<file path="config.mk">
export PLATFORM = sky130hd
export DESIGN_NAME = fhan_sqrt_cell
export DESIGN_NICKNAME = d
export VERILOG_FILES = /design/src/hdl/fhan_pkg.sv /design/src/hdl/fhan_sqrt_cell.sv
export SDC_FILE = /design/constraint.sdc
export NUM_CORES = 1
export LEC_CHECK = 0
export BUFFER_PORTS_ARGS = -buffer_cell sky130_fd_sc_hd__buf_4
export CAP_MARGIN = 10
export CORE_AREA = 2 2 283 285
export DETAILED_ROUTE_END_ITERATION = 7
export DIE_AREA = 0 0 285 287
export PLACE_DENSITY = 0.42
export SETUP_SLACK_MARGIN = 0.4
export SLEW_MARGIN = 20
export SYNTH_ARGS = -nofsm -noshare
export SYNTH_HDL_FRONTEND = slang
export SYNTH_SLANG_ARGS = --single-unit
</file>
<file path="constraint.sdc">
create_clock -name clk -period 4.1 [get_ports clk]
set_input_delay 0.82 -clock clk [delete_from_list [all_inputs] [get_ports clk]]
set_output_delay 0.82 -clock clk [all_outputs]
set_load 0.05 [all_outputs]
</file>
<file path="src/hdl/fhan_pkg.sv">
// shared types and constants for the fhan control datapath
package fhan_pkg;

  // datapath widths, sized for the widest case over the fraction-bit range
  localparam int A_W    = 61;   // signed a0, y, a2 and blends
  localparam int D_W    = 56;   // d = r*h*h
  localparam int AY_W   = 56;   // |y|
  localparam int S_W    = 60;   // d + 8|y|
  localparam int N_W    = 116;  // d*(d + 8|y|)
  localparam int ROOT_W = 58;   // square root bits, one per cell
  localparam int REM_W  = 60;   // square root partial remainder
  localparam int QUO_W  = 32;   // quotient bits, one per cell
  localparam int NUM_W  = 88;   // r*|a|
  localparam int DREM_W = 56;   // division partial remainder
  localparam int RES_W  = 33;   // signed result before saturation

  // configuration register indexes
  localparam logic [0:0] CFG_SPEED = 1'b0;
  localparam logic [0:0] CFG_STEP  = 1'b1;

  // side payload that rides along the square root chain
  typedef struct packed {
    logic signed [A_W-1:0] a0;
    logic signed [A_W-1:0] ysum;
    logic                  ypos;
    logic                  yneg;
    logic                  lt;
    logic                  eq;
  } sq_side_t;

  // working data of one square root cell
  typedef struct packed {
    logic [REM_W-1:0]  rem;
    logic [ROOT_W-1:0] root;
    logic [N_W-1:0]    rad;
  } sq_data_t;

  // side payload that rides along the division chain
  typedef struct packed {
    logic alt;
    logic apos;
    logic aneg;
  } dv_side_t;

  // working data of one division cell
  typedef struct packed {
    logic [DREM_W-1:0] rem;
    logic [QUO_W-1:0]  num;
    logic [QUO_W-1:0]  quo;
  } dv_data_t;

endpackage

</file>
<file path="src/hdl/fhan_sqrt_cell.sv">
// one restoring square root cell, resolves one root bit per beat
module fhan_sqrt_cell (
  input  logic                clk,
  input  logic                rst_n,
  input  logic                in_vld,
  input  fhan_pkg::sq_data_t  in_data,
  input  fhan_pkg::sq_side_t  in_side,
  output logic                out_vld,
  output fhan_pkg::sq_data_t  out_data,
  output fhan_pkg::sq_side_t  out_side
);

  logic [fhan_pkg::REM_W+1:0] rem_sh;
  logic [fhan_pkg::REM_W+1:0] trial;
  logic [fhan_pkg::REM_W+1:0] diff;
  logic                       ge;
  fhan_pkg::sq_data_t         data_nxt;
  logic                       vld_r;
  fhan_pkg::sq_data_t         data_r;
  fhan_pkg::sq_side_t         side_r;

  // bring down two radicand bits and try root*4+1
  always_comb begin
    rem_sh = {in_data.rem, in_data.rad[fhan_pkg::N_W-1 -: 2]};
    trial  = {2'b00, in_data.root, 2'b01};
    ge     = rem_sh >= trial;
    diff   = rem_sh - trial;
    data_nxt.rem  = ge ? diff[fhan_pkg::REM_W-1:0] : rem_sh[fhan_pkg::REM_W-1:0];
    data_nxt.root = {in_data.root[fhan_pkg::ROOT_W-2:0], ge};
    data_nxt.rad  = {in_data.rad[fhan_pkg::N_W-3:0], 2'b00};
  end

  // valid
  always_ff @(posedge clk) begin
    if (!rst_n) begin
      vld_r <= 1'b0;
    end else begin
      vld_r <= in_vld;
    end
  end

  // payload
  always_ff @(posedge clk) begin
    data_r <= data_nxt;
    side_r <= in_side;
  end

  assign out_vld  = vld_r;
  assign out_data = data_r;
  assign out_side = side_r;

endmodule

</file>
; Yosys cells after proc, flatten, opt, wreduce, memory -nomap -nowiden
; Index checks and enable logic that the tools add are counted.
[totals]
out_inout_bits = 361
register_bits = 359
elab_cells = 13
input_bits = 363
[classes]
n_addsub = 1
mux = 1
n_lt_le_gt_ge = 1
[op_table]
columns = operator, n
row1 = 62-bit by 60-bit greater-or-equal comparator with 1-bit output, 1
row2 = 60-bit 2-to-1 mux, 1
row3 = 60-bit subtractor, 1

; Logic depth before layout (Yosys ltp)
[depth]
ltp_word = 2
ltp_mapped = 16
ltp_nobuf = 13

; Least setup slack after synthesis
; No wires, ideal clock.
[synth_path]
kind = input-to-reg
from = input port in_data[116] in the netlist's numbering
to = register data_r, in the netlist out_data[231]
n_path_buf = 1
slack_ns = 0.266
t_arrival_ns = 3.710
setup_time_ns = 0.123
path_stages = 13
required_time_ns = 3.977
path_cell_list = inv_1 ha_1 nor2b_1 o31a_1 o31a_1 nor4b_2 o311a_1 o311a_1 a21oi_2 a211o_2 a41oi_4 buf_6 mux2_1
[synth_rtl]
columns = item, line_no
row1 = from (decl), fhan_sqrt_cell.sv:6  ; input fhan_pkg::sq_data_t in_data,
row2 = to (signal assigned), fhan_sqrt_cell.sv:44  ; data_r <= data_nxt;
row3 = to (decl), fhan_sqrt_cell.sv:19  ; fhan_pkg::sq_data_t data_r;

==> impl_metrics.py <==
metrics = {
    "worst_setup_path": {
        "critPathBufInv": 4,
        "crit_type": "in -> reg",
        "crit_start": "in_data[116]",
        "arrival_ps": 3950,
        "path_max_fanout": 38,
        "crit_chain": "buf_4 -> inv_1 -> ha_4 -> nor2b_1 -> o31a_1 -> o31a_1 -> nor4b_2 -> o311a_1 -> o311a_1 -> a21oi_2 -> a211o_2 -> a41oi_4 -> buf_12 -> buf_12 -> o21ai_0",
        "critPathLaunchType": "input port",
        "cp_slowest_cell": "a211o_2",
        "max_stage_delay_ps": 350,
        "endpoint_kind": "flop",
        "required_ps": 4560,
        "cp_top_family": "compound AO/OA/AOI/OAI gates",
    },
    "final_layout": {
        "area_growth_pct": 75.64,
        "finish.utilization": 0.2591,
        "fill_cells": 8515,
        "layout_common_cells": "buf_4, dfxtp_1, nand2_1",
        "drive_above_1_share": 0.4630,
        "final_net_count": 2280,
        "layout_commonest_cell": "buf_4",
    },
    "flow_run": {
        "drv_cap": 0,
    },
    "synth": {
        "synthCells": 1061,
        "yosysWarnings": 0,
        "netlist_area_um2": 11600,
        "avgSynthCellArea_um2": 10.93,
        "synthArstFlopShare": 0,
        "synth_cell_types": 62,
        "yosysSeqAreaShare": 0.6198,
        "synthFlopType": "dfxtp_1",
        "synth-seq-cells": 359,
        "synth_edf_count": 0,
    },
    "floorplan": {
        "core_area_um2": 78610,
        "initial_utilization": 0.1475,
        "io_pins": 724,
        "num_rows": 103,
        "die_w_um": 285,
        "die-area_um2": 81800,
        "die_y_um": 287,
    },
    "drt": {
        "drt-initial-drc-count": 456,
        "vias": 11160,
        "drt_pre_antenna_iters": 5,
        "final_antenna_net_count": 0,
        "via_per_inst": 3.779,
        "detail_route.wl_per_cell_um": 26.51,
        "post-route-drc-count": 0,
        "wirelength_um": 78300,
    },
    "global_routing": {
        "antenna_found_initial": 40,
        "grt_max_degree": 39,
        "track_usage": 0.1835,
        "grt_pass1_wl_um": 102900,
        "overflow": 0,
        "grt_pass1_vias": 11880,
    },
    "min_path": {
        "hp-class": "in -> reg",
        "hold_path_end": "out_data[7]",
        "min_from": "in_data[5]",
        "hold_depth": 1,
    },
    "clocking": {
        "clk_path_buf_depth": 3,
        "cts_buffers": 45,
        "clock-sinks": 359,
        "cts_htree_levels": 2,
        "cts.reportedPaths.clkPinSlew_ps": 60,
        "cts_root_buf": "clkbuf_16",
        "cts_hold_buf": 0,
        "cts_setup_buffers": 0,
        "cts_tree": "built",
    },
    "sta": {
        "layout_min_cycle_time_ps": 3489,
        "tightest_slew_ps": 532.4,
        "fmax_mhz": 286.6,
        "slew_headroom": 0.6423,
        "fin_crit_sh": 0.8510,
        "rsz0062_at_grt": "false",
        "setup_viol": 0,
        "timing.hold.ws_ps": 311.3,
        "slew_viol_final": 0,
        "hold_viol": 0,
    },
    "run_status": {
        "status": "finished, final reports clean",
    },
    "placement": {
        "portBuffers": 721,
        "gp_congestion": 0.8636,
        "hpwl_um": 67930,
    },
    "power": {
        "power.density_nw_per_um2": 547.7,
        "peakVddDrop_mv": 0.3357,
        "leakagePower_nw": 9.583,
    },
}
## flip-flops by register name, summed over array words and instances (netlist names)
name	flops
out_data	232
out_vld	1
out_side	126
## area by class of cell
class,count,area (um^2),share of cell area
repair buffers,783,5903,0.2898
well taps,1050,1314,0.06450
clock inverters,22,390.4,0.01917
flip-flops and latches,359,7187,0.3529
multi-input cells,598,4005,0.1966
inverters,70,262.8,0.01290
clock buffers,62,1280,0.06285
diodes,10,25.02,0.001229
## cell families (layout without fill, tap and decap cells)
| group | after synthesis | in the layout | share of synthesized area |
|---|---|---|---|
| xor gates and xnor gates | 54 | 54 | 0.04079 |
| AOI/OAI and AO/OA | 248 | 248 | 0.1337 |
| muxes | 6 | 6 | 0.006150 |
| other | 1 | 12 | 0.0003234 |
| and+or+nand+nor | 228 | 228 | 0.09452 |
| buffers and inverters | 105 | 937 | 0.04003 |
| adders and majority gates | 60 | 60 | 0.06474 |
| DFF | 359 | 359 | 0.6198 |
## per-stage QoR
stage / setup TNS (ps) / cells / setup WS [ps] / power [mW] / instance area (um^2)
after detailed placement: -3558 / 2860 / -558.2 / 6.789 / 18630
final: 0 / 2954 / 611.0 / 11.16 / 20370
after floorplan: 0 / 1062 / 468.0 / 5.549 / 11610
after CTS: 0 / 2944 / 444.6 / 11.36 / 20310
after global routing: 0 / 2944 / 435.0 / 11.60 / 20340
after global placement: -2651 / 2860 / -562.1 / 6.800 / 18630
## power by group
part	leakage, nW	switching [mW]	total [mW]	internal [mW]
clock	0.802	1.74	4.46	2.72
combinational	5.75	1.87	2.80	0.937
sequential	3.03	0.105	3.89	3.79
## worst max-delay path by stage
stage	to	slack, ps	cells past startpoint
floorplan	out_data[231]	470	13
global placement	out_data[229]	-560	17
detailed placement	out_data[233]	-560	16
CTS	out_data[233]	440	16
global route	out_data[189]	440	16
finish	out_data[190]	610	15
## repair_timing
item | 4_1_cts | 5_1_grt
gates resized for setup | 3 | 7
endpoints found under the setup margin | 6 | 38
hold endpoints to repair | 0 | 0
pin swaps | 0 | 2
## cells in the mapped netlist (3+ instances only)
master,number,area share
o21a_1,9,0.0058
a221oi_1,4,0.0030
a31oi_1,6,0.0032
and2_1,10,0.0054
a21oi_1,61,0.026
nand4_1,21,0.011
xor2_1,26,0.020
buf_6,8,0.0078
nor2_1,37,0.012
nand2b_1,4,0.0022
dfxtp_1,359,0.62
o221ai_1,4,0.0030
o211ai_1,4,0.0026
nand3_1,12,0.0052
o21ai_1,23,0.0099
o21ai_0,62,0.027
mux2i_1,3,0.0026
xnor2_1,28,0.021
clkbuf_1,23,0.0074
and3_1,7,0.0038
a21o_1,26,0.017
and4_1,3,0.0023
inv_1,70,0.023
a21boi_0,3,0.0019
ha_1,60,0.065
o21bai_1,7,0.0045
o31ai_1,4,0.0026
nand2_1,99,0.032
a211oi_1,11,0.0071
o31a_1,4,0.0030
nor2b_1,13,0.0070
nor3_1,9,0.0039
## routing by layer
metal / part of all wire / global-route usage
met1: 0.36 / 0.1822
met2: 0.50 / 0.3308
met3: 0.12 / 0.1087
met4: 0.017 / 0.03455
met5: 0.0041 / 0
No activity file was read; power rests on OpenSTA's default activity.
