==> src/hdl/fhan_pkg.sv <==
// shared types and constants for the fhan control datapath
package fhan_pkg;

  // datapath widths, sized for the widest case over the fraction-bit range
  localparam int A_W    = 61;   // signed a0, y, a2 and blends
  localparam int D_W    = 56;   // d = r*h*h
  localparam int AY_W   = 56;   // |y|
  localparam int S_W    = 60;   // d + 8|y|
  localparam int N_W    = 116;  // d*(d + 8|y|)
  localparam int ROOT_W = 58;   // square root bits, one per cell
  localparam int REM_W  = 60;   // square root partial remainder
  localparam int QUO_W  = 32;   // quotient bits, one per cell
  localparam int NUM_W  = 88;   // r*|a|
  localparam int DREM_W = 56;   // division partial remainder
  localparam int RES_W  = 33;   // signed result before saturation

  // configuration register indexes
  localparam logic [0:0] CFG_SPEED = 1'b0;
  localparam logic [0:0] CFG_STEP  = 1'b1;

  // side payload that rides along the square root chain
  typedef struct packed {
    logic signed [A_W-1:0] a0;
    logic signed [A_W-1:0] ysum;
    logic                  ypos;
    logic                  yneg;
    logic                  lt;
    logic                  eq;
  } sq_side_t;

  // working data of one square root cell
  typedef struct packed {
    logic [REM_W-1:0]  rem;
    logic [ROOT_W-1:0] root;
    logic [N_W-1:0]    rad;
  } sq_data_t;

  // side payload that rides along the division chain
  typedef struct packed {
    logic alt;
    logic apos;
    logic aneg;
  } dv_side_t;

  // working data of one division cell
  typedef struct packed {
    logic [DREM_W-1:0] rem;
    logic [QUO_W-1:0]  num;
    logic [QUO_W-1:0]  quo;
  } dv_data_t;

endpackage

==> src/hdl/fhan_div_cell.sv <==
// one restoring division cell, resolves one quotient bit per beat
module fhan_div_cell (
  input  logic                        clk,
  input  logic                        rst_n,
  input  logic [fhan_pkg::D_W-1:0]    divisor,
  input  logic                        in_vld,
  input  fhan_pkg::dv_data_t          in_data,
  input  fhan_pkg::dv_side_t          in_side,
  output logic                        out_vld,
  output fhan_pkg::dv_data_t          out_data,
  output fhan_pkg::dv_side_t          out_side
);

  logic [fhan_pkg::DREM_W:0] rem_sh;
  logic [fhan_pkg::DREM_W:0] diff;
  logic                      ge;
  fhan_pkg::dv_data_t        data_nxt;
  logic                      vld_r;
  fhan_pkg::dv_data_t        data_r;
  fhan_pkg::dv_side_t        side_r;

  // shift in the next numerator bit and subtract the divisor if it fits
  always_comb begin
    rem_sh = {in_data.rem, in_data.num[fhan_pkg::QUO_W-1]};
    ge     = rem_sh >= {1'b0, divisor};
    diff   = rem_sh - {1'b0, divisor};
    data_nxt.rem = ge ? diff[fhan_pkg::DREM_W-1:0] : rem_sh[fhan_pkg::DREM_W-1:0];
    data_nxt.num = {in_data.num[fhan_pkg::QUO_W-2:0], 1'b0};
    data_nxt.quo = {in_data.quo[fhan_pkg::QUO_W-2:0], ge};
  end

  // valid
  always_ff @(posedge clk) begin
    if (!rst_n) begin
      vld_r <= 1'b0;
    end else begin
      vld_r <= in_vld;
    end
  end

  // payload
  always_ff @(posedge clk) begin
    data_r <= data_nxt;
    side_r <= in_side;
  end

  assign out_vld  = vld_r;
  assign out_data = data_r;
  assign out_side = side_r;

endmodule
==> config.mk <==
export PLATFORM = sky130hd
export DESIGN_NAME = fhan_div_cell
export DESIGN_NICKNAME = d
export VERILOG_FILES = /design/src/hdl/fhan_pkg.sv /design/src/hdl/fhan_div_cell.sv
export SDC_FILE = /design/constraint.sdc
export NUM_CORES = 1
export LEC_CHECK = 0
export ABC_AREA = 1
export BUFFER_PORTS_ARGS = -buffer_cell sky130_fd_sc_hd__buf_2
export CAP_MARGIN = 20
export CORE_UTILIZATION = 41
export DETAILED_ROUTE_END_ITERATION = 16
export PLACE_DENSITY = 0.79
export SKIP_LAST_GASP = 1
export SLEW_MARGIN = 20
export SYNTH_ARGS = -nofsm -noshare
export SYNTH_HDL_FRONTEND = slang
export SYNTH_SLANG_ARGS = --single-unit
==> constraint.sdc <==
create_clock -name clk -period 4.35 [get_ports clk]
set_input_delay 0.6525 -clock clk [delete_from_list [all_inputs] [get_ports clk]]
set_output_delay 0.6525 -clock clk [all_outputs]
set_load 0.01 [all_outputs]
-- Word level (Yosys, flattened, before mapping)
Cells that the tools add are included.
- add/sub/neg operators: 1
- order comparisons: 1
- multiplexer cells: 1
- operators by type and width (cell ; number):
    57-bit by 56-bit >= comparator with 1-bit output ; 1
    56-bit two-way mux ; 1
    56-bit subtractor ; 1
- flip-flop bits (word level): 123
- input bits: 182
- output and inout port bits: 124
- logic and storage cells: 10

-- Longest topological paths before layout
Gate-level depths: netlist of run 1.
- word-level depth: 2
- gate-level depth with buffers: 16
- mapped depth without buffers: 15

-- Worst setup path before layout of run 1
No wires, ideal clock.
- kind: input-to-reg
- start: input divisor[48] (netlist name)
- end: register data_r (netlist bit out_data[79])
- setup time: 0.113 ns
- data arrival time: 2.161 ns
- required time: 4.237 ns
- path slack: 2.077 ns
- stages: 14
- path buffers: 2
- cells stage by stage: inv_1 -> ha_1 -> nand2_1 -> inv_1 -> a21oi_1 -> nand2_1 -> nand2_1 -> nand2_1 -> a21oi_1 -> nand3_2 -> buf_6 -> buf_6 -> nand2_1 -> nand2_1
- RTL lines (element ; line ; text):
    from (decl) ; fhan_div_cell.sv:5 ; input logic [fhan_pkg::D_W-1:0] divisor,
    to (signal assigned) ; fhan_div_cell.sv:43 ; data_r <= data_nxt;
    to (decl) ; fhan_div_cell.sv:19 ; fhan_pkg::dv_data_t data_r;

==> impl_metrics.tcl, run 1 <==
set metrics [dict create \
    outcome "finished clean" \
    grt_usage_pct 29.5 \
    cap_violations 0 \
    use_met3_pct 4.84 \
    p_switching_mw 1.37 \
    cts_resized 0 \
    synth_mux_area_share_pct 0 \
    setup_viol 0 \
    met1_usage_pct 36.1 \
    seq_power_share_pct 33.2 \
    crit_type "in -> reg" \
    crit_path_start "divisor[6]" \
    synth_adder_area_share_pct 8.43 \
    leakage_nw 6.83 \
    cts_root_buffer "clkbuf_16" \
    dp_cells 2016 \
    grt_max_degree 55 \
    final_common_cell "nand2_1" \
    synth_top_family_by_area "simple AND/OR/NAND/NOR gates" \
    ys_ff_latch 123 \
    wire_per_inst_um 15.5 \
    hold_end "out_data[46]" \
    placementRows 52 \
    syn2layout_area_growth_pct 28.0 \
    synth_compound_area_share_pct 2.96 \
    yosysWarningCount 0 \
    post_cts_buffers 0 \
    antenna_found_initial 2 \
    dr_total_vias 9534 \
    power_density_mw_per_mm2 357 \
    netlist-cell-type-count 30 \
    clock.fmax_mhz 349 \
    start_kind "primary input" \
    hp-class "in -> reg" \
    combPwrFrac_pct 29.2 \
    rsz0062_at_grt "no" \
    syn_area_mm2 0.00855 \
    worst_pin_slew_ns 0.616 \
    most-common-layout-cells "nand2_1 (585), inv_1 (328), buf_2 (303)" \
    synthCells 1457 \
    core_area_mm2 0.0204 \
    max-vdd-ir-drop_v 0.000206 \
    layout.nets 2004 \
    slew_violations 0 \
    route.detailed.drc 0 \
    hold_start "in_data[45]" \
    worstPathArrival_ns 3.18 \
    first_iter_violations 516 \
    fin_ws_ns 1.48 \
    hold_violations 0 \
    yosys.area_share.simple_pct 41.2 \
    cp.required_ns 4.66 \
    dp_hpwl_mm 26.5 \
    grt_pass1_vias 9045 \
    whs_path_depth 1 \
    n_fill_cell 2144 \
    grt_pass1_wl_mm 48.1 \
    setup_tns_ns 0 \
    end_kind "flip-flop" \
    seq_area_frac_synth_pct 28.8 \
    wl_mm 31.7 \
    grt_use_met2_pct 51.2 \
    routabilityCongestion 0.934 \
    io_pins 306 \
    via_per_inst 4.65 \
    p_int_mw 2.54 \
    start_util_pct 42.0 \
    cts_hold_buf 0 \
    finalPower_mw 3.90 \
    antenna_left 0 \
    busiest_layer "met2" \
    instances_no_fill 2050 \
    synth_nets 1696 \
    post-route-min-period_ns 2.87 \
    pwr-share-clk_pct 37.5 \
    min_period_over_period_pct 65.9 \
    drive_above_1_share_pct 19.7 \
    synthXorXnorAreaFrac_pct 2.97 \
    slew-limit-headroom_pct 58.9 \
    path_clk_slew_ns 0.07 \
    die_area_mm2 0.0214 \
    switching_share_pct 35.0 \
    drtPass1Iterations 5 \
    cts_tree "built" \
    pre_cts_ws_ns 1.05 \
    synth_area_per_cell_um2 5.87 \
    numCtsBuffers 17 \
    fin_util_pct 53.7 \
    cts_max_path_buffers 2 \
    chipWidth_um 146 \
    cts_max_level 4 \
    cp_max_fo 32 \
    clkSinkCount 123 \
    io_buffers 303 \
    grt.overflow.total 0 \
    dieHeight_um 146 \
]
-- synth_stat cells (all sizes together) --
master / count / share of area (%)
a21oi: 40 / 2.3
and2: 1 / 0.073
ha: 56 / 8.2
nand3: 114 / 6.9
xnor2: 2 / 0.20
and3: 4 / 0.29
clkbuf: 3 / 0.13
conb: 1 / 0.044
nand2: 585 / 26
fa: 1 / 0.23
nor3: 12 / 0.76
nor2: 102 / 4.7
nor4: 3 / 0.39
o21bai: 1 / 0.088
xor2: 27 / 2.8
nand4: 13 / 0.95
o21ai: 9 / 0.53
buf: 14 / 0.99
or2: 1 / 0.073
nand3b: 16 / 1.4
inv: 329 / 14
dfxtp: 123 / 29
-- cells by family after synthesis --
kind of cell | Yosys count
xor+xnor | 29
flops | 123
compound gates | 50
simple gates | 851
other cells | 1
fa+ha+maj | 57
buf+inv | 346
-- worst max-delay path: stages --
cell and delay [ns]:
buf_2 0.08, inv_1 0.04, ha_1 0.35, nand2_1 0.10
nand2_1 0.08, nand2_1 0.06, nand2_1 0.08, inv_1 0.08
nand3_2 0.14, nand2_1 0.11, nand3_2 0.16, nand2_1 0.12
nand3_2 0.48, buf_12 0.41, nand3_1 0.15, nand2_1 0.07
-- flip-flops by register name (all words and copies together) (netlist names) --
signal / cells
out_data: 119
out_vld: 1
out_side: 3
-- per-layer routing --
layer	up-vias	share of wire, %
li1	4975	-
met1	4222	44
met2	303	47
met3	34	5.5
met4	0	3.1
met5	-	0
-- worst max-delay path by stage --
stage,to,cells past startpoint
3_5_place_dp,out_data[105],16
6_report,out_data[110],16
3_3_place_gp,out_data[105],16
2_1_floorplan,out_data[79],14
4_1_cts,out_data[105],16
5_1_grt,out_data[113],14
-- power by group through the flow --
stage / sequential [mW] / combinational (mW) / clock (mW)
final: 1.30 / 1.14 / 1.47
after CTS: 1.30 / 1.14 / 1.48
after global placement: 1.32 / 1.12 / 0
after floorplan: 1.40 / 0.609 / 0
after global routing: 1.31 / 1.27 / 1.53
after detailed placement: 1.32 / 1.13 / 0
-- per-stage QoR --
stage,hold slack [ns],instance area [µm²]
3_3_place_gp,0.755,10300
6_report,0.325,10900
4_1_cts,0.319,10900
5_1_grt,0.314,10900
2_1_floorplan,0.680,8550
3_5_place_dp,0.756,10300
-- layout make-up --
type,instances,area (µm²),share of cell area (%)
Clock buffer,18,429,3.92
Clock inverter,14,161,1.47
Timing Repair Buffer,306,1550,14.2
Inverter,329,1230,11.3
Tap cell,270,338,3.09
Multi-Input combinational cell,988,4760,43.5
Antenna cell,2,5.00,0.0457
Sequential cell,123,2460,22.5
Power figures use the tool's default switching activity.
==> inputs of run 2 (changes only) <==
- clock period: 4.35 -> 2.85 ns (I/O delays scaled with it)
==> run 2 against run 1 <==
Wire length up 0.70%. Power increased by 52%. Combinational power increased by 56%. Flip-flop and latch count stayed put. Core utilization rose by 0.86 points. First-iteration DRC count shrank 4.7%. Final area increased by 1.6%. Sequential share of layout area fell by 0.35 points. Sequential power rose by 52%. Hold slack got worse by 0.22 ns. Highest routed layer unchanged.
==> impl_metrics.tcl, run 2 (synthesis gave the netlist of run 1 again) <==
set metrics [dict create \
    placementRows 52 \
    antenna_cells 0 \
    setup_viol 0 \
    first_iter_violations 492 \
    finalPower_mw 5.91 \
    drive_above_1_share_pct 20.8 \
    most-common-layout-cells "nand2_1 (585), inv_1 (328), buf_2 (303)" \
    post_cts_buffers 0 \
    post-route-min-period_ns 2.25 \
    met1_usage_pct 36.6 \
    clkSinkCount 123 \
    grt_usage_pct 29.9 \
    largest_reg_flops 119 \
    antenna_left 0 \
    leakage_nw 6.94 \
    crit_path_max_incr_delay_ns 0.44 \
    setup_tns_ns 0 \
    cts_resized 0 \
    cp_cell_sequence "buf_2 > ha_1 > fa_1 > inv_1 > nand2_1 > nand3_1 > nand2_1 > nand2_1 > nand2_1 > nand2_1 > nand2_1 > nand2_1 > nand2_1 > nand3_1 > nand2_1" \
    dieHeight_um 146 \
    clock.fmax_mhz 445 \
    route.detailed.drc 0 \
    antenna_found_initial 0 \
    rsz0062_at_grt "no" \
    hold_start "in_data[24]" \
    hold_violations 0 \
    cp_max_fo 4 \
    outcome "finished clean" \
    p_int_mw 3.76 \
    io_buffers 303 \
    start_util_pct 42.0 \
    grt_use_met2_pct 52.2 \
    dp_hpwl_mm 27.0 \
    pwr-share-clk_pct 36.5 \
    cts_hold_buf 0 \
    cts_max_level 4 \
    grt_max_degree 54 \
    grt_pass1_wl_mm 48.8 \
    hold_end "out_data[25]" \
    wire_per_inst_um 15.4 \
    chipWidth_um 146 \
    die_area_mm2 0.0214 \
    cp_slowest_cell "fa_1" \
    core_area_mm2 0.0204 \
    cp.buffers_inverters 2 \
    grt_pass1_vias 9121 \
    layout.nets 2027 \
    via_per_inst 4.68 \
    fin_ws_ns 0.602 \
    numCtsBuffers 17 \
    start_kind "primary input" \
    n_fill_cell 2115 \
    cp.required_ns 3.16 \
    switching_share_pct 36.5 \
    multi_input_area_mm2 0.00476 \
    routabilityCongestion 0.937 \
    path_clk_slew_ns 0.07 \
    io_pins 306 \
    combPwrFrac_pct 30.1 \
    drtPass1Iterations 6 \
    slew_violations 0 \
    cp_common_cell "nand2_1" \
    cap_violations 0 \
    cts_tree "built" \
    use_met3_pct 4.00 \
    crit_type "in -> reg" \
    syn2layout_area_growth_pct 30.0 \
    p_switching_mw 2.16 \
    min_period_over_period_pct 78.9 \
    dr_total_vias 9684 \
    end_kind "flip-flop" \
    cts_root_buffer "clkbuf_16" \
    power_density_mw_per_mm2 532 \
    seq_area_mm2 0.00246 \
    worstPathArrival_ns 2.56 \
    seq_power_share_pct 33.4 \
    final_common_cell "nand2_1" \
    grt.overflow.total 0 \
    pre_cts_ws_ns 0.206 \
    hp-class "in -> reg" \
    cp_top_family "simple AND/OR/NAND/NOR gates" \
    max-vdd-ir-drop_v 0.000357 \
    wl_mm 32.0 \
    busiest_layer "met2" \
    cts_max_path_buffers 2 \
    whs_path_depth 1 \
]
==> run 2: cell types whose count changed in the layout (fill, tap and decap cells not counted), sizes merged, moves of 2 or more <==
cell / previous run / this run
buf: 306 / 329
bufinv: 2 / 0
clkinv: 4 / 2
diode: 2 / 0
inv: 335 / 339
==> run 2: layout make-up <==
class | instances | area share [%]
inverters | 329 | 11.1
clock inverters | 15 | 1.33
clock buffers | 17 | 3.83
well taps | 270 | 3.04
multi-input cells | 988 | 42.8
flip-flops and latches | 123 | 22.1
repair buffers | 329 | 15.7
==> run 2: how the worst max path moves through the flow <==
stage,from,to,slack (ns),cells past startpoint
after global routing,divisor[12],out_data[115],0.42,14
after global placement,divisor[12],out_data[99],0.23,14
after detailed placement,in_data[63],out_data[114],0.21,16
after CTS,in_data[63],out_data[114],0.64,16
after floorplan,divisor[48],out_data[79],0.80,14
final,divisor[0],out_data[114],0.60,15
==> run 2: per-stage QoR <==
step | hold slack [ns] | std cells | util (%) | cell area, µm²
floorplan | 0.455 | 1457 | - | 8550
global placement | 0.530 | 2039 | 51.8 | 10500
detailed placement | 0.531 | 2039 | 51.8 | 10500
CTS | 0.0911 | 2071 | 54.6 | 11100
global route | 0.0869 | 2071 | 54.6 | 11100
finish | 0.102 | 2071 | 54.6 | 11100
==> run 2: power groups by stage <==
stage	registers [mW]	logic, mW	clock network, mW
finish	1.98	1.78	2.16
global route	2.00	1.97	2.26
CTS	1.98	1.77	2.18
detailed placement	2.02	1.76	0
global placement	2.01	1.74	0
floorplan	2.14	0.930	0
==> run 2: layer usage <==
metal	up-vias	wire length, µm
met3	48	1820
met1	4296	13900
li1	5015	-
met2	325	15000
met4	0	1220
met5	-	0
==> inputs of run 3 (changes only) <==
- clock period: 2.85 -> 2.22 ns (I/O delays scaled with it)
==> run 3 against run 2 <==
Via count grew 6.4%. Final cell count grew 9.4%. Hold slack worse by 0.089 ns. Wire length up 5.8%. Sequential power is 29% higher. Power is 38% higher. Non-clock buffer count is 192 higher. Flip-flop and latch count did not move. Worst setup slack lost 0.50 ns. Clock power rose by 34%. Final area rose by 14%.
==> impl_metrics.tcl, run 3 (synthesis gave the netlist of run 1 again) <==
set metrics [dict create \
    n_fill_cell 1962 \
    max-vdd-ir-drop_v 0.000427 \
    numCtsBuffers 17 \
    place_area_mm2 0.0119 \
    placementRows 52 \
    dieHeight_um 146 \
    io_buffers 303 \
    wire_per_inst_um 14.9 \
    pre_cts_ws_ns -0.269 \
    seq_area_mm2 0.00246 \
    crit_path_max_incr_delay_ns 0.44 \
    layout.nets 2219 \
    grt_pass1_vias 9830 \
    timing.hold.ws_ns 0.0125 \
    crit_type "in -> reg" \
    cap_violations 0 \
    final_common_cell "nand2_1" \
    cp_top_family "simple AND/OR/NAND/NOR gates" \
    path_clk_slew_ns 0.06 \
    multi_input_area_mm2 0.00476 \
    grt.overflow.total 0 \
    largest_reg_flops 119 \
    routabilityCongestion 0.933 \
    combPwrFrac_pct 33.3 \
    die_area_mm2 0.0214 \
    hold_violations 0 \
    clock.fmax_mhz 472 \
    grt_max_degree 55 \
    cts_root_buffer "clkbuf_16" \
    dr_total_vias 10300 \
    post-route-min-period_ns 2.12 \
    min_period_over_period_pct 95.5 \
    seq_power_share_pct 31.3 \
    most-common-layout-cells "nand2_1 (585), inv_1 (328), buf_2 (303)" \
    syn2layout_area_growth_pct 47.9 \
    drtPass1Iterations 5 \
    leakage_nw 7.88 \
    grt_pass1_wl_mm 51.7 \
    dp_hpwl_mm 28.1 \
    worst_pin_slew_ns 0.545 \
    grt_usage_pct 31.7 \
    io_pins 306 \
    fin_area_mm2 0.0127 \
    wl_mm 33.8 \
    cp_max_fo 3 \
    start_kind "primary input" \
    power_density_mw_per_mm2 645 \
    cts_tree "built" \
    slew_violations 0 \
    via_per_inst 4.55 \
    drive_above_1_share_pct 27.5 \
    cp.required_ns 2.54 \
    rsz0062_at_grt "no" \
    outcome "finished clean" \
    fin_ws_ns 0.0992 \
    cts_max_path_buffers 2 \
    cp.buffers_inverters 3 \
    switching_share_pct 34.4 \
    end_kind "flip-flop" \
    chipWidth_um 146 \
    core_area_mm2 0.0204 \
    setup_viol 0 \
    start_util_pct 42.0 \
    cp_slowest_cell "fa_1" \
    clkSinkCount 123 \
    pwr-share-clk_pct 35.3 \
    p_switching_mw 2.81 \
    worstPathArrival_ns 2.44 \
    p_int_mw 5.36 \
    slew-limit-headroom_pct 63.3 \
    cp_cell_sequence "buf_2 > inv_1 > ha_1 > fa_1 > inv_1 > nand2_1 > nand3_1 > nand2_1 > nand2_1 > nand2_1 > nand2_1 > nand2_1 > nand2_1 > nand2_1 > nand3_1 > nand2_1" \
    antenna_left 0 \
    cp_common_cell "nand2_1" \
    route.detailed.drc 0 \
    cts_max_level 4 \
    hp-class "in -> reg" \
    antenna_found_initial 3 \
    first_iter_violations 511 \
]
-- run 3: changes by cell type in the layout (fill, tap and decap cells not counted) --
cell and delta:
clkinv_8 -1, clkbuf_1 +1, diode_2 +3, buf_12 +2, inv_8 -5, clkinv_2 +1, clkinvlp_4 -1, dlygate4sd3_1 +17
bufinv_16 +2, inv_6 +1, clkinv_4 +2, buf_4 +173
-- run 3: timing repair --
action,CTS,global route
setup buffers,0,0
hold buffers,17,0
gates resized for setup,0,0
hold endpoints to repair,17,0
-- run 3: worst paths after layout --
kind                   startpoint             to  slack, ns  depth (start not counted)
worst max-delay path  in_data[63]  out_data[114]        0.1                         16
worst min-delay path   in_data[1]    out_data[2]       0.01                          1
-- run 3: routing by layer --
| metal | vias up | wire length [µm] | global-route usage, % |
|---|---|---|---|
| met5 | - | 0 | 0 |
| met4 | 0 | 1450 | 14.9 |
| met3 | 52 | 1870 | 4.81 |
| met2 | 330 | 15700 | 53.9 |
| met1 | 4521 | 14800 | 39.2 |
| li1 | 5398 | - | - |
-- run 3: final cells by class --
class | instances | area share (%)
Timing Repair Buffer | 521 | 25.8
Clock inverter | 14 | 1.26
Multi-Input combinational cell | 988 | 37.6
Inverter | 329 | 9.76
Antenna cell | 3 | 0.0593
Tap cell | 270 | 2.67
Sequential cell | 123 | 19.5
Clock buffer | 18 | 3.39
-- run 3: metrics by stage --
| step | cells | power, mW | util (%) | setup TNS, ns |
|---|---|---|---|---|
| 2_1_floorplan | 1457 | 3.94 | - | 0 |
| 3_3_place_gp | 2214 | 5.23 | 58.4 | -5.00 |
| 3_5_place_dp | 2214 | 5.26 | 58.4 | -7.20 |
| 4_1_cts | 2263 | 8.18 | 62.1 | 0 |
| 5_1_grt | 2266 | 8.59 | 62.1 | 0 |
| 6_report | 2266 | 8.17 | 62.1 | 0 |
-- run 3: power groups by stage --
stage / Clock [mW] / Sequential [mW] / Combinational (mW)
2_1_floorplan: 0 / 2.74 / 1.19
5_1_grt: 3.02 / 2.58 / 3.00
4_1_cts: 2.91 / 2.56 / 2.71
3_5_place_dp: 0 / 2.60 / 2.66
6_report: 2.89 / 2.56 / 2.72
3_3_place_gp: 0 / 2.59 / 2.64
